--- src/sv/mru_pkg.sv ---
// Package for the MRU frame table: sizes, widths and the cell chain word.
// No dependencies; used by mru_cell and mru_page_replacement.
`default_nettype none
package mru_pkg;

    localparam int FRAMES    = 4;
    localparam int PAGE_BITS = 8;
    localparam int CNT_W     = 32;
    localparam int CFG_W     = 3;
    localparam int SLOT_BITS = (FRAMES > 1) ? $clog2(FRAMES) : 1;
    localparam int FILL_W    = $clog2(FRAMES + 1);
    localparam int CAP_W     = (FILL_W > CFG_W) ? FILL_W : CFG_W;

    localparam logic [CFG_W-1:0] CFG_RESET = CFG_W'(4);
    localparam logic [CNT_W-1:0] CNT_MAX   = {CNT_W{1'b1}};

    // Match word handed from cell to cell: first matching slot wins.
    typedef struct packed {
        logic                 hit;
        logic [SLOT_BITS-1:0] slot;
    } mru_chain_t;

endpackage
`default_nettype wire

--- src/sv/mru_cell.sv ---
// One frame of the table: holds a page tag and its valid bit, compares it
// against the referenced page and passes the match word on. Uses mru_pkg.
`default_nettype none
module mru_cell
    import mru_pkg::*;
(
    input  wire logic                 clk,
    input  wire logic                 rst_n,
    input  wire logic [SLOT_BITS-1:0] idx,
    input  wire logic [PAGE_BITS-1:0] page,
    input  wire logic                 wr,
    input  wire mru_chain_t           chain_in,
    output mru_chain_t                chain_out,
    output logic [PAGE_BITS-1:0]      tag
);

    logic [PAGE_BITS-1:0] tag_reg;
    logic                 valid_reg;
    logic                 match;

    assign match = valid_reg && (tag_reg == page);

    always_comb
    begin
        chain_out = chain_in;
        // claim the match only if no earlier frame already did
        if (!chain_in.hit && match)
        begin
            chain_out.hit  = 1'b1;
            chain_out.slot = idx;
        end
    end

    always_ff @(posedge clk or negedge rst_n)
    begin
        if (!rst_n)
        begin
            valid_reg <= 1'b0;
        end
        else if (wr)
        begin
            valid_reg <= 1'b1;
        end
    end

    always_ff @(posedge clk)
    begin
        if (wr)
        begin
            tag_reg <= page;
        end
    end

    assign tag = tag_reg;

endmodule
`default_nettype wire

--- src/sv/mru_page_replacement.sv ---
// Top level of the MRU frame table: a chain of mru_cell frames plus the
// fill, replacement and counter logic. Uses mru_pkg and mru_cell.
//
// Usage:
//   Drive page and pulse start while busy is low; the reference is taken at
//   that clock edge. In the next cycle done pulses for one cycle with hit,
//   evicted, evicted_page, hit_total and fault_total. busy stays low, so a
//   reference may be given every cycle: one reference per cycle. The tag
//   compare ripples through the row of frame cells within the accepting
//   cycle.
//   The frame count is written on the cfg channel (cfg_valid/cfg_ready,
//   cfg_data) while no reference is in flight; cfg_ready is always high.
//   Zero acts as one frame, values above the table size as the full table.
//   Reset empties every frame, clears both totals and the last-used slot,
//   and sets the frame count to four.
//   The receiver cannot stall: each result word is shown for exactly one
//   cycle and must be taken then.
//   Totals saturate at their maximum.
`default_nettype none
module mru_page_replacement
    import mru_pkg::*;
(
    input  wire logic                 clk,
    input  wire logic                 rst_n,
    input  wire logic                 start,
    output logic                      busy,
    input  wire logic [PAGE_BITS-1:0] page,
    input  wire logic                 cfg_valid,
    output logic                      cfg_ready,
    input  wire logic [CFG_W-1:0]     cfg_data,
    output logic                      done,
    output logic                      hit,
    output logic                      evicted,
    output logic [PAGE_BITS-1:0]      evicted_page,
    output logic [CNT_W-1:0]          hit_total,
    output logic [CNT_W-1:0]          fault_total
);

    logic [CFG_W-1:0]     cfg_reg;
    logic [SLOT_BITS-1:0] last_reg, last_next;
    logic [FILL_W-1:0]    fill_reg, fill_next;
    logic [CNT_W-1:0]     hit_cnt_reg, hit_cnt_next;
    logic [CNT_W-1:0]     fault_cnt_reg, fault_cnt_next;
    logic                 done_reg;
    logic                 hit_reg, hit_next;
    logic                 evict_reg, evict_next;
    logic [PAGE_BITS-1:0] evpage_reg, evpage_next;

    mru_chain_t           chain [FRAMES+1];
    logic [PAGE_BITS-1:0] tags  [FRAMES];
    logic [FRAMES-1:0]    wr;

    logic                 accept;
    logic [CAP_W-1:0]     cap;
    logic                 has_free;
    logic [SLOT_BITS-1:0] new_slot;

    assign accept    = start && !busy;
    assign busy      = 1'b0;
    assign cfg_ready = 1'b1;

    assign chain[0] = '0;

    for (genvar i = 0; i < FRAMES; i++)
    begin : g_cell
        assign wr[i] = accept && !chain[FRAMES].hit && (new_slot == SLOT_BITS'(i));

        mru_cell u_cell (
            .clk       (clk),
            .rst_n     (rst_n),
            .idx       (SLOT_BITS'(i)),
            .page      (page),
            .wr        (wr[i]),
            .chain_in  (chain[i]),
            .chain_out (chain[i+1]),
            .tag       (tags[i])
        );
    end

    // clamp the configured frame count into one..FRAMES
    always_comb
    begin
        priority if (cfg_reg == '0)
        begin
            cap = CAP_W'(1);
        end
        else if (CAP_W'(cfg_reg) > CAP_W'(FRAMES))
        begin
            cap = CAP_W'(FRAMES);
        end
        else
        begin
            cap = CAP_W'(cfg_reg);
        end
    end

    assign has_free = CAP_W'(fill_reg) < cap;
    assign new_slot = has_free ? fill_reg[SLOT_BITS-1:0] : last_reg;

    always_comb
    begin
        last_next      = last_reg;
        fill_next      = fill_reg;
        hit_cnt_next   = hit_cnt_reg;
        fault_cnt_next = fault_cnt_reg;
        hit_next       = 1'b0;
        evict_next     = 1'b0;
        evpage_next    = '0;
        if (accept)
        begin
            if (chain[FRAMES].hit)
            begin
                hit_next     = 1'b1;
                last_next    = chain[FRAMES].slot;
                hit_cnt_next = (hit_cnt_reg == CNT_MAX) ? CNT_MAX : hit_cnt_reg + 1'b1;
            end
            else
            begin
                fault_cnt_next = (fault_cnt_reg == CNT_MAX) ? CNT_MAX
                                                            : fault_cnt_reg + 1'b1;
                last_next      = new_slot;
                if (has_free)
                begin
                    fill_next = fill_reg + 1'b1;
                end
                else
                begin
                    // frame limit reached: drop the most recent page
                    evict_next  = 1'b1;
                    evpage_next = tags[last_reg];
                end
            end
        end
    end

    always_ff @(posedge clk or negedge rst_n)
    begin
        if (!rst_n)
        begin
            cfg_reg       <= CFG_RESET;
            last_reg      <= '0;
            fill_reg      <= '0;
            hit_cnt_reg   <= '0;
            fault_cnt_reg <= '0;
            done_reg      <= 1'b0;
        end
        else
        begin
            if (cfg_valid && cfg_ready)
            begin
                cfg_reg <= cfg_data;
            end
            last_reg      <= last_next;
            fill_reg      <= fill_next;
            hit_cnt_reg   <= hit_cnt_next;
            fault_cnt_reg <= fault_cnt_next;
            done_reg      <= accept;
        end
    end

    always_ff @(posedge clk)
    begin
        if (accept)
        begin
            hit_reg    <= hit_next;
            evict_reg  <= evict_next;
            evpage_reg <= evpage_next;
        end
    end

    assign done         = done_reg;
    assign hit          = hit_reg;
    assign evicted      = evict_reg;
    assign evicted_page = evpage_reg;
    assign hit_total    = hit_cnt_reg;
    assign fault_total  = fault_cnt_reg;

endmodule
`default_nettype wire

--- config.mk ---
export PLATFORM = sky130hd
export DESIGN_NAME = mru_page_replacement
export DESIGN_NICKNAME = d
export VERILOG_FILES = /design/src/sv/mru_pkg.sv /design/src/sv/mru_cell.sv /design/src/sv/mru_page_replacement.sv
export SDC_FILE = /design/constraint.sdc
export NUM_CORES = 1
export LEC_CHECK = 0
export BUFFER_PORTS_ARGS = -buffer_cell sky130_fd_sc_hd__buf_2
export CORE_AREA = 2 2 121 123
export DETAILED_ROUTE_END_ITERATION = 10
export DIE_AREA = 0 0 123 125
export PLACE_DENSITY = 0.76
export SLEW_MARGIN = 20
export SYNTH_ARGS = -nofsm -noshare
export SYNTH_HDL_FRONTEND = slang
export SYNTH_SLANG_ARGS = --single-unit
--- constraint.sdc ---
create_clock -name clk -period 4 [get_ports clk]
set_input_delay 0 -clock clk [delete_from_list [all_inputs] [get_ports clk]]
set_output_delay 0 -clock clk [all_outputs]
set_load 0.05 [all_outputs]
==> results of run 1 <==
==> layout make-up <==
| class | instances | area share (%) |
|---|---|---|
| clock buffers | 22 | 6.63 |
| flip-flops and latches | 119 | 42.6 |
| repair buffers | 110 | 8.62 |
| clock inverters | 9 | 1.61 |
| inverters | 14 | 0.703 |
| well taps | 184 | 3.08 |
| multi-input cells | 402 | 36.7 |
==> power breakdown <==
group	total (mW)	switching, mW	internal, mW
Combinational	1.10	0.683	0.417
Clock	1.57	0.519	1.05
Sequential	1.72	0.201	1.52
Total	4.39	1.40	2.99
==> worst register-to-register path, cell delays in order, from the launching register on <==
cell	delay [ns]
dfstp_2	0.53
inv_1	0.06
nand2_1	0.07
ha_1	0.22
o31a_1	0.10
o21ai_0	0.20
nor2b_1	0.37
mux2_2	0.42
nor3_1	0.23
buf_4	0.22
==> synth_stat cells, drive strengths merged (2+ instances only) <==
| cell | n | area (µm²) |
|---|---|---|
| buf | 26 | 193 |
| a41oi | 8 | 77.6 |
| mux4 | 8 | 180 |
| nand2b | 3 | 18.8 |
| a31oi | 19 | 119 |
| nand3 | 36 | 180 |
| and4 | 7 | 63.8 |
| inv | 14 | 52.6 |
| ha | 5 | 62.6 |
| and2 | 3 | 18.8 |
| o31a | 3 | 26.3 |
| xnor2 | 33 | 289 |
| nand4 | 27 | 181 |
| nor3 | 20 | 125 |
| o32a | 2 | 20.0 |
| nor4 | 7 | 58.8 |
| dfrtp | 76 | 1900 |
| or3 | 7 | 53.8 |
| nor2b | 2 | 12.5 |
| mux2 | 30 | 342 |
| nor2 | 29 | 111 |
| mux2i | 5 | 50.1 |
| edfxtp | 42 | 1260 |
| a31o | 4 | 35.0 |
| a21oi | 32 | 160 |
| o21ai | 18 | 90.1 |
| o41ai | 2 | 25.0 |
| clkbuf | 7 | 27.5 |
| and3 | 21 | 131 |
| nand2 | 59 | 221 |
| conb | 2 | 7.51 |
==> metal layers <==
layer | part of all wire, % | GRT usage [%] | up-vias
met5 | 0 | 0 | -
li1 | - | - | 2316
met2 | 48 | 30.6 | 246
met3 | 6.6 | 4.56 | 31
met1 | 43 | 27.0 | 2481
met4 | 2.3 | 9.76 | 0
==> logic make-up after synthesis <==
logic type | count (synthesis) | synth area share, %
compound gates | 95 | 9.88
xor+xnor | 34 | 4.80
fa+ha+maj | 5 | 1.01
buf+inv | 47 | 4.39
flops | 119 | 51.4
mux | 43 | 9.21
other cells | 2 | 0.121
simple gates | 223 | 19.2
==> how the worst max path moves through the flow <==
| stage | startpoint | end | slack [ns] | depth (start not counted) |
|---|---|---|---|---|
| 6_report | cfg_reg[2] | g_cell[0].u_cell.tag[7] | 1.28 | 9 |
| 5_1_grt | cfg_reg[2] | g_cell[0].u_cell.tag[0] | 1.12 | 9 |
| 4_1_cts | cfg_reg[2] | g_cell[0].u_cell.tag[0] | 1.30 | 9 |
| 3_5_place_dp | cfg_reg[2] | g_cell[0].u_cell.tag[3] | 1.31 | 9 |
| 3_3_place_gp | cfg_reg[2] | g_cell[0].u_cell.tag[0] | 1.41 | 9 |
| 2_1_floorplan | cfg_reg[2] | g_cell[0].u_cell.tag[0] | 1.20 | 8 |
==> repair_timing <==
item | in CTS | in global routing
hold buffers | 14 | 0
hold endpoints to repair | 112 | 0
setup endpoints to repair | 0 | 0
==> flow_summary_export.csv, run 1 <==
group,metric,value,unit
worst_setup_path,critical_path_required,4.12,ns
placement,port_buffers,89,
worst_setup_path,slowest_stage,"dfstp_2",
global_route,grt_use_total,20.1,%
cts,cts_tree,"yes",
global_route,grt_max_degree,78,
placement,place_ws,1.31,ns
cells_and_area,postLayoutCellArea,7480,µm²
cts,htree_levels,4,
pwr,power,4.39,mW
placement,place_inst,815,
floorplanning,initial_core_util,43.7,%
pwr,p_leak,3.20,nW
drt,drc,0,
pwr,p_per_area,587,nW/µm²
floorplanning,die_h,125,µm
logic_synthesis,synth_cells,568,
drt,routed_wl,14900,µm
cts,clock_latency,0.42,ns
worst_setup_path,worstPathArrival,2.84,ns
drt,drt_iter0_drc,551,
worst_setup_path,critPathKind,"flip-flop to flip-flop",
logic_synthesis,ys_seq_elements,119,
run_status,outcome,"finished clean",
timing,hold_viol,0,
worst_setup_path,rrSetupSlack,1.28,ns
logic_synthesis,synth_cell_types,56,
global_route,antenna_found_initial,0,
floorplanning,rows,44,
worst_setup_path,cp_top_family,"simple AND/OR/NAND/NOR gates",
cells_and_area,mostFrequentLayoutCells,"88 x buf_2, 76 x dfrtp_1, 59 x nand2_1",
cts,cts_root_buffer,"clkbuf_16",
worst_setup_path,r2r_end,"g_cell[0].u_cell.tag[7]",
worst_setup_path,start_kind,"flip-flop",
drt,drt_pass1_iterations,7,
timing,post-route-min-period,2.72,ns
cts,cts.sinks,119,
cts,cts_buffers,17,
cts,path_clk_slew,0.05,ns
cts,postCtsSetupBuffers,0,
timing,rsz0062_at_grt,"no",
worst_setup_path,path_cells,"inv_1 -> nand2_1 -> ha_1 -> o31a_1 -> o21ai_0 -> nor2b_1 -> mux2_2 -> nor3_1 -> buf_4",
cells_and_area,instances_no_fill,860,
cells_and_area,diodes,0,
run,cap_violations,0,
global_route,grt-ovfl-total,0,
logic_synthesis,async_reset_ff_share,64.7,%
timing,relSlewSlack,45.2,%
timing,setup_viol,0,
placement,gp_congestion,0.874,
timing,fin_crit_sh,68.0,%
cells_and_area,utilization,52.7,%
cts,clock_path_buffers,2,
logic_synthesis,seq_area_frac_synth,51.4,%
logic_synthesis,avgSynthCellArea,10.9,µm²
placement,dp_hpwl,10100,µm
timing,fmax,0.368,GHz
worst_setup_path,path_max_fanout,8,
drt,post_drt_via_cell_ratio,5.90,
cells_and_area,filler_cell_count,1232,
timing,whs,0.165,ns
drt,post_drt_wl_per_cell,17.3,µm
worst_setup_path,worstReg2RegStart,"cfg_reg[2]",
floorplanning,core-area,14200,µm²
cells_and_area,drive_above_1_share,26.8,%
timing,worst_pin_slew,0.819,ns
cts,cts.repair.resized,0,
cells_and_area,multiInputGateArea,2750,µm²
worst_setup_path,crit_buf_inv,2,
timing,clock_skew,0.0103,ns
floorplanning,io_pins,92,
drt,ant_nets,0,
timing,fin_ws,1.28,ns
pwr,irDropWorstVdd,321,µV
logic_synthesis,synth.net_count,588,
logic_synthesis,syn_area,6210,µm²
cells_and_area,final_common_cell,"buf_2",
global_route,grt_pass1_wl,24500,µm
timing,slew_viol_final,0,
global_route,grt_pass1_vias,4897,
worst_setup_path,cp_slowest_stage_delay,0.53,ns
logic_synthesis,synth-warning-count,0,
logic_synthesis,synth_flop_cell,"dfrtp_1",
placement,place_area,6720,µm²
cells_and_area,seq_area,3190,µm²
worst_setup_path,worst_setup_path_end_kind,"flip-flop",
timing,setup_tns,0,ns
logic_synthesis,synth_edf_count,42,
worst_setup_path,ff2ff_path_depth,9,
min_path,worstHoldPathType,"primary input to async pin",
cells_and_area,fin_nets,684,
drt,vias,5074,
cells_and_area,areaGrowthSynthToFinish,20.5,%
floorplanning,die_x,123,µm
floorplanning,floorplan.die_area,15400,µm²
Power figures use the tool's default switching activity.
==> run 2: changes to the inputs <==
PLACE_DENSITY = 0.79   (was 0.76)
clock period = 2.4 ns   (was 4 ns; I/O delays follow)
==> flow_summary_export.csv, run 2 (synthesized netlist as in run 1, its figures left out) <==
group,metric,value,unit
run_status,outcome,"finished clean",
placement,gp_congestion,0.875,
floorplanning,floorplan.die_area,15400,µm²
timing,post-route-min-period,2.36,ns
cts,clock_path_buffers,2,
pwr,p_leak,3.40,nW
placement,place_area,6950,µm²
timing,fmax,0.424,GHz
cells_and_area,areaGrowthSynthToFinish,27.2,%
floorplanning,core-area,14200,µm²
min_path,worstHoldPathType,"primary input to async pin",
placement,dp_hpwl,10600,µm
cells_and_area,final_common_cell,"buf_2",
worst_setup_path,critical_path_required,2.58,ns
timing,slew_viol_final,0,
placement,port_buffers,89,
cells_and_area,mostFrequentLayoutCells,"88 x buf_2, 76 x dfrtp_1, 58 x nand2_1",
timing,fin_crit_sh,98.3,%
cts,cts_buffers,17,
drt,post_drt_via_cell_ratio,5.77,
cells_and_area,filler_cell_count,1191,
run,cap_violations,0,
worst_setup_path,critPathKind,"flip-flop to flip-flop",
floorplanning,die_x,123,µm
cts,clock_latency,0.42,ns
global_route,grt_max_degree,78,
floorplanning,rows,44,
global_route,grt_pass1_wl,24700,µm
cts,cts_tree,"yes",
timing,worst_pin_slew,0.646,ns
global_route,grt_use_total,20.3,%
cells_and_area,postLayoutCellArea,7900,µm²
drt,routed_wl,15300,µm
worst_setup_path,worstPathArrival,2.54,ns
drt,drt_pass1_iterations,6,
timing,relSlewSlack,56.5,%
global_route,grt-ovfl-total,0,
global_route,grt_pass1_vias,4995,
worst_setup_path,worst_setup_path_end_kind,"flip-flop",
cts,htree_levels,4,
drt,ant_nets,0,
floorplanning,initial_core_util,43.7,%
drt,post_drt_wl_per_cell,17.1,µm
cts,cts.sinks,119,
drt,drc,0,
timing,clock_skew,0.0101,ns
cells_and_area,diodes,0,
timing,hold_viol,0,
cts,path_clk_slew,0.06,ns
cells_and_area,fin_nets,719,
cells_and_area,drive_above_1_share,32.2,%
floorplanning,die_h,125,µm
pwr,irDropWorstVdd,526,µV
pwr,power,7.91,mW
timing,rsz0062_at_grt,"yes",
drt,vias,5168,
worst_setup_path,path_max_fanout,8,
timing,setup_viol,0,
drt,drt_iter0_drc,601,
floorplanning,io_pins,92,
pwr,p_per_area,1000,nW/µm²
cts,cts_root_buffer,"clkbuf_16",
global_route,antenna_found_initial,0,
worst_setup_path,start_kind,"flip-flop",
==> run 2: power by group <==
part           total [mW]  switching (mW)  internal, mW
clock network        2.58           0.944          1.63
logic                2.49            1.38          1.12
registers            2.84           0.317          2.53
total                7.91            2.64          5.28
==> run 2: final cells by class <==
cell class	instances	area, µm²	share of cell area (%)
clock buffers	17	425	5.39
clock inverters	15	176	2.23
inverters	14	52.6	0.666
multi-input cells	402	2850	36.1
flip-flops and latches	119	3190	40.4
well taps	184	230	2.92
repair buffers	145	972	12.3
==> run 2: critical path, cell delays in order (launching register included) <==
cell	delay, ns
dfstp_2	0.53
inv_2	0.04
nand2_2	0.07
ha_4	0.20
o31a_1	0.11
o21ai_2	0.13
nor2b_4	0.24
mux2i_1	0.54
nor3_4	0.11
buf_12	0.16
==> run 2: what timing repair did <==
action	4_1_cts	5_1_grt
setup endpoints to repair	34	47
endpoints found under the hold margin	112	0
pin swaps	0	3
gates resized for setup	7	11
hold buffers	14	0
setup buffers	5	4
==> run 2: layer usage <==
metal  up-vias  GRT usage, %  routed length, µm
li1       2394             -                  -
met1      2524          26.8               6490
met2       214          32.5               7570
met3        36          3.88                891
met4         0          9.16                395
met5         -             0                  0
==> run 2: path summary, 6_finish.rpt <==
kind,from,end,slack [ns],depth (start not counted)
setup reg to reg,cfg_reg[2],g_cell[2].u_cell.tag[0],0.04,9
setup / recovery,cfg_reg[2],g_cell[2].u_cell.tag[0],0.04,9
hold reg to reg,g_cell[2].u_cell.valid_reg,g_cell[2].u_cell.valid_reg,0.48,1
hold / removal,rst_n,done,0.02,2
min in group clk,cfg_data[0],cfg_reg[0],0.34,3
max in group asynchronous,rst_n,cfg_reg[2],1.74,3
==> run 2: metrics by stage <==
stage               setup WS (ns)  cells  setup TNS [ns]  hold WS, ns  utilization [%]
floorplan                  -0.127    568           -1.02       -0.296                -
global placement          -0.0710    840           -2.08        0.208             48.9
detailed placement         -0.188    840           -5.14        0.207             48.9
CTS                        0.0220    891               0        0.315             54.6
global route              -0.0368    896          -0.729       0.0444             55.6
finish                     0.0402    896               0       0.0213             55.6
==> run 3: changes to the inputs <==
ABC_CLOCK_PERIOD_IN_PS = 2400   (was not set)
CORE_AREA = 2 2 113 115   (was 2 2 121 123)
DIE_AREA = 0 0 115 117   (was 0 0 123 125)
PLACE_DENSITY = 0.87   (was 0.79)
==> flow_summary_export.csv, run 3 (synthesized netlist as in run 1, its figures left out) <==
group,metric,value,unit
cells_and_area,diodes,0,
placement,place_area,6950,µm²
global_route,antenna_found_initial,0,
cts,clock_path_buffers,2,
drt,drt_pass1_iterations,6,
global_route,grt_pass1_vias,5039,
cells_and_area,areaGrowthSynthToFinish,27.4,%
worst_setup_path,critPathKind,"flip-flop to flip-flop",
worst_setup_path,path_max_fanout,8,
cells_and_area,final_common_cell,"buf_2",
timing,whs,0.276,ns
cells_and_area,fin_nets,723,
floorplanning,io_pins,92,
worst_setup_path,start_kind,"flip-flop",
worst_setup_path,critical_path_required,2.59,ns
drt,routed_wl,16000,µm
floorplanning,die_h,117,µm
drt,ant_nets,0,
placement,dp_hpwl,10600,µm
timing,clock_skew,0.00827,ns
min_path,worstHoldPathType,"primary input to async pin",
placement,gp_congestion,0.918,
pwr,irDropWorstVdd,540,µV
run_status,violations,"negative setup slack",
timing,worst_pin_slew,0.979,ns
timing,fmax,0.412,GHz
run,cap_violations,0,
placement,place_ws,-0.211,ns
placement,port_buffers,89,
drt,post_drt_via_cell_ratio,6.15,
cts,path_clk_slew,0.05,ns
worst_setup_path,worst_setup_path_end_kind,"flip-flop",
timing,rsz0062_at_grt,"yes",
timing,slew_viol_final,0,
worst_setup_path,worstReg2RegStart,"cfg_reg[2]",
floorplanning,die_x,115,µm
global_route,grt_use_total,23.9,%
cts,cts_tree,"yes",
pwr,p_leak,3.43,nW
cts,cts_buffers,17,
timing,fin_ws,-0.0263,ns
timing,relSlewSlack,34.7,%
floorplanning,floorplan.die_area,13500,µm²
drt,post_drt_wl_per_cell,18.5,µm
timing,fin_crit_sh,101,%
floorplanning,core-area,12300,µm²
timing,setup_viol,16,
cts,cts_root_buffer,"clkbuf_16",
floorplanning,initial_core_util,50.4,%
run_status,outcome,"finished with violations",
timing,hold_viol,0,
cells_and_area,postLayoutCellArea,7910,µm²
worst_setup_path,cp-startpoint,"cfg_reg[2]",
cts,cts.sinks,119,
cts,htree_levels,4,
drt,drc,0,
global_route,grt_max_degree,78,
drt,drt_iter0_drc,593,
worst_setup_path,worstPathArrival,2.62,ns
timing,post-route-min-period,2.43,ns
global_route,grt-ovfl-total,0,
cts,clock_latency,0.43,ns
cells_and_area,drive_above_1_share,32.5,%
drt,vias,5330,
floorplanning,rows,41,
timing,setup_tns,-0.346,ns
global_route,grt_pass1_wl,24900,µm
pwr,p_per_area,1030,nW/µm²
cells_and_area,mostFrequentLayoutCells,"88 x buf_2, 76 x dfrtp_1, 58 x nand2_1",
==> run 3: cell types whose count changed in the layout (fill, tap and decap cells not counted), moves of 2 or more <==
cell and change:
inv_6 -2, clkinv_2 -2, buf_4 +3, clkinv_4 +2
==> run 3: final timing paths <==
path | endpoint | slack (ns) | cells after the start
max | g_cell[3].u_cell.tag[7] | -0.03 | 10
min | hit_total[25] | 0.28 | 2
max reg2reg | g_cell[3].u_cell.tag[7] | -0.03 | 10
min reg2reg | fill_reg[2] | 0.50 | 1
max in group asynchronous | fill_reg[1] | 1.48 | 2
min in group clk | cfg_reg[2] | 0.34 | 4
==> run 3: critical path, stage by stage (launching register included) <==
cell	delay (ns)
dfstp_2	0.54
inv_2	0.04
nand2_2	0.07
ha_4	0.19
o31a_1	0.11
o21ai_2	0.17
nor2b_4	0.19
buf_4	0.13
mux2i_2	0.48
nor3_4	0.10
buf_12	0.16
==> run 3: repair_timing <==
| action | CTS | global route |
|---|---|---|
| setup buffers | 1 | 9 |
| hold endpoints to repair | 112 | 0 |
| pin swaps | 0 | 3 |
| hold buffers | 14 | 0 |
| gates resized for setup | 8 | 12 |
| endpoints found under the setup margin | 43 | 34 |
| cloned | 0 | 0 |
==> run 3: power by group <==
| group | leakage (nW) | internal, mW | switching (mW) | total, mW |
|---|---|---|---|---|
| Sequential | 1.40 | 2.53 | 0.344 | 2.87 |
| Combinational | 1.73 | 1.16 | 1.43 | 2.59 |
| Clock | 0.297 | 1.74 | 0.950 | 2.69 |
| Total | 3.43 | 5.42 | 2.72 | 8.14 |
==> run 3: per-stage QoR <==
stage	instances	power, mW	util (%)
final	866	8.14	64.2
after global routing	866	8.45	64.2
after CTS	857	7.76	63.0
after global placement	810	4.85	56.4
after detailed placement	810	4.96	56.4
after floorplan	568	4.28	-
==> run 3: area by class of cell <==
cell class	instances	area, µm²
multi-input cells	402	2850
repair buffers	149	998
inverters	14	52.6
flip-flops and latches	119	3190
clock inverters	15	204
well taps	150	188
fillers	924	4400
clock buffers	17	425
==> run 3: routing by layer <==
layer	vias up	track usage (%)	wire length, µm
met5	-	0	0
met4	0	12.2	518
met3	64	6.54	1160
met2	297	38.0	7930
met1	2564	30.2	6430
li1	2405	-	-
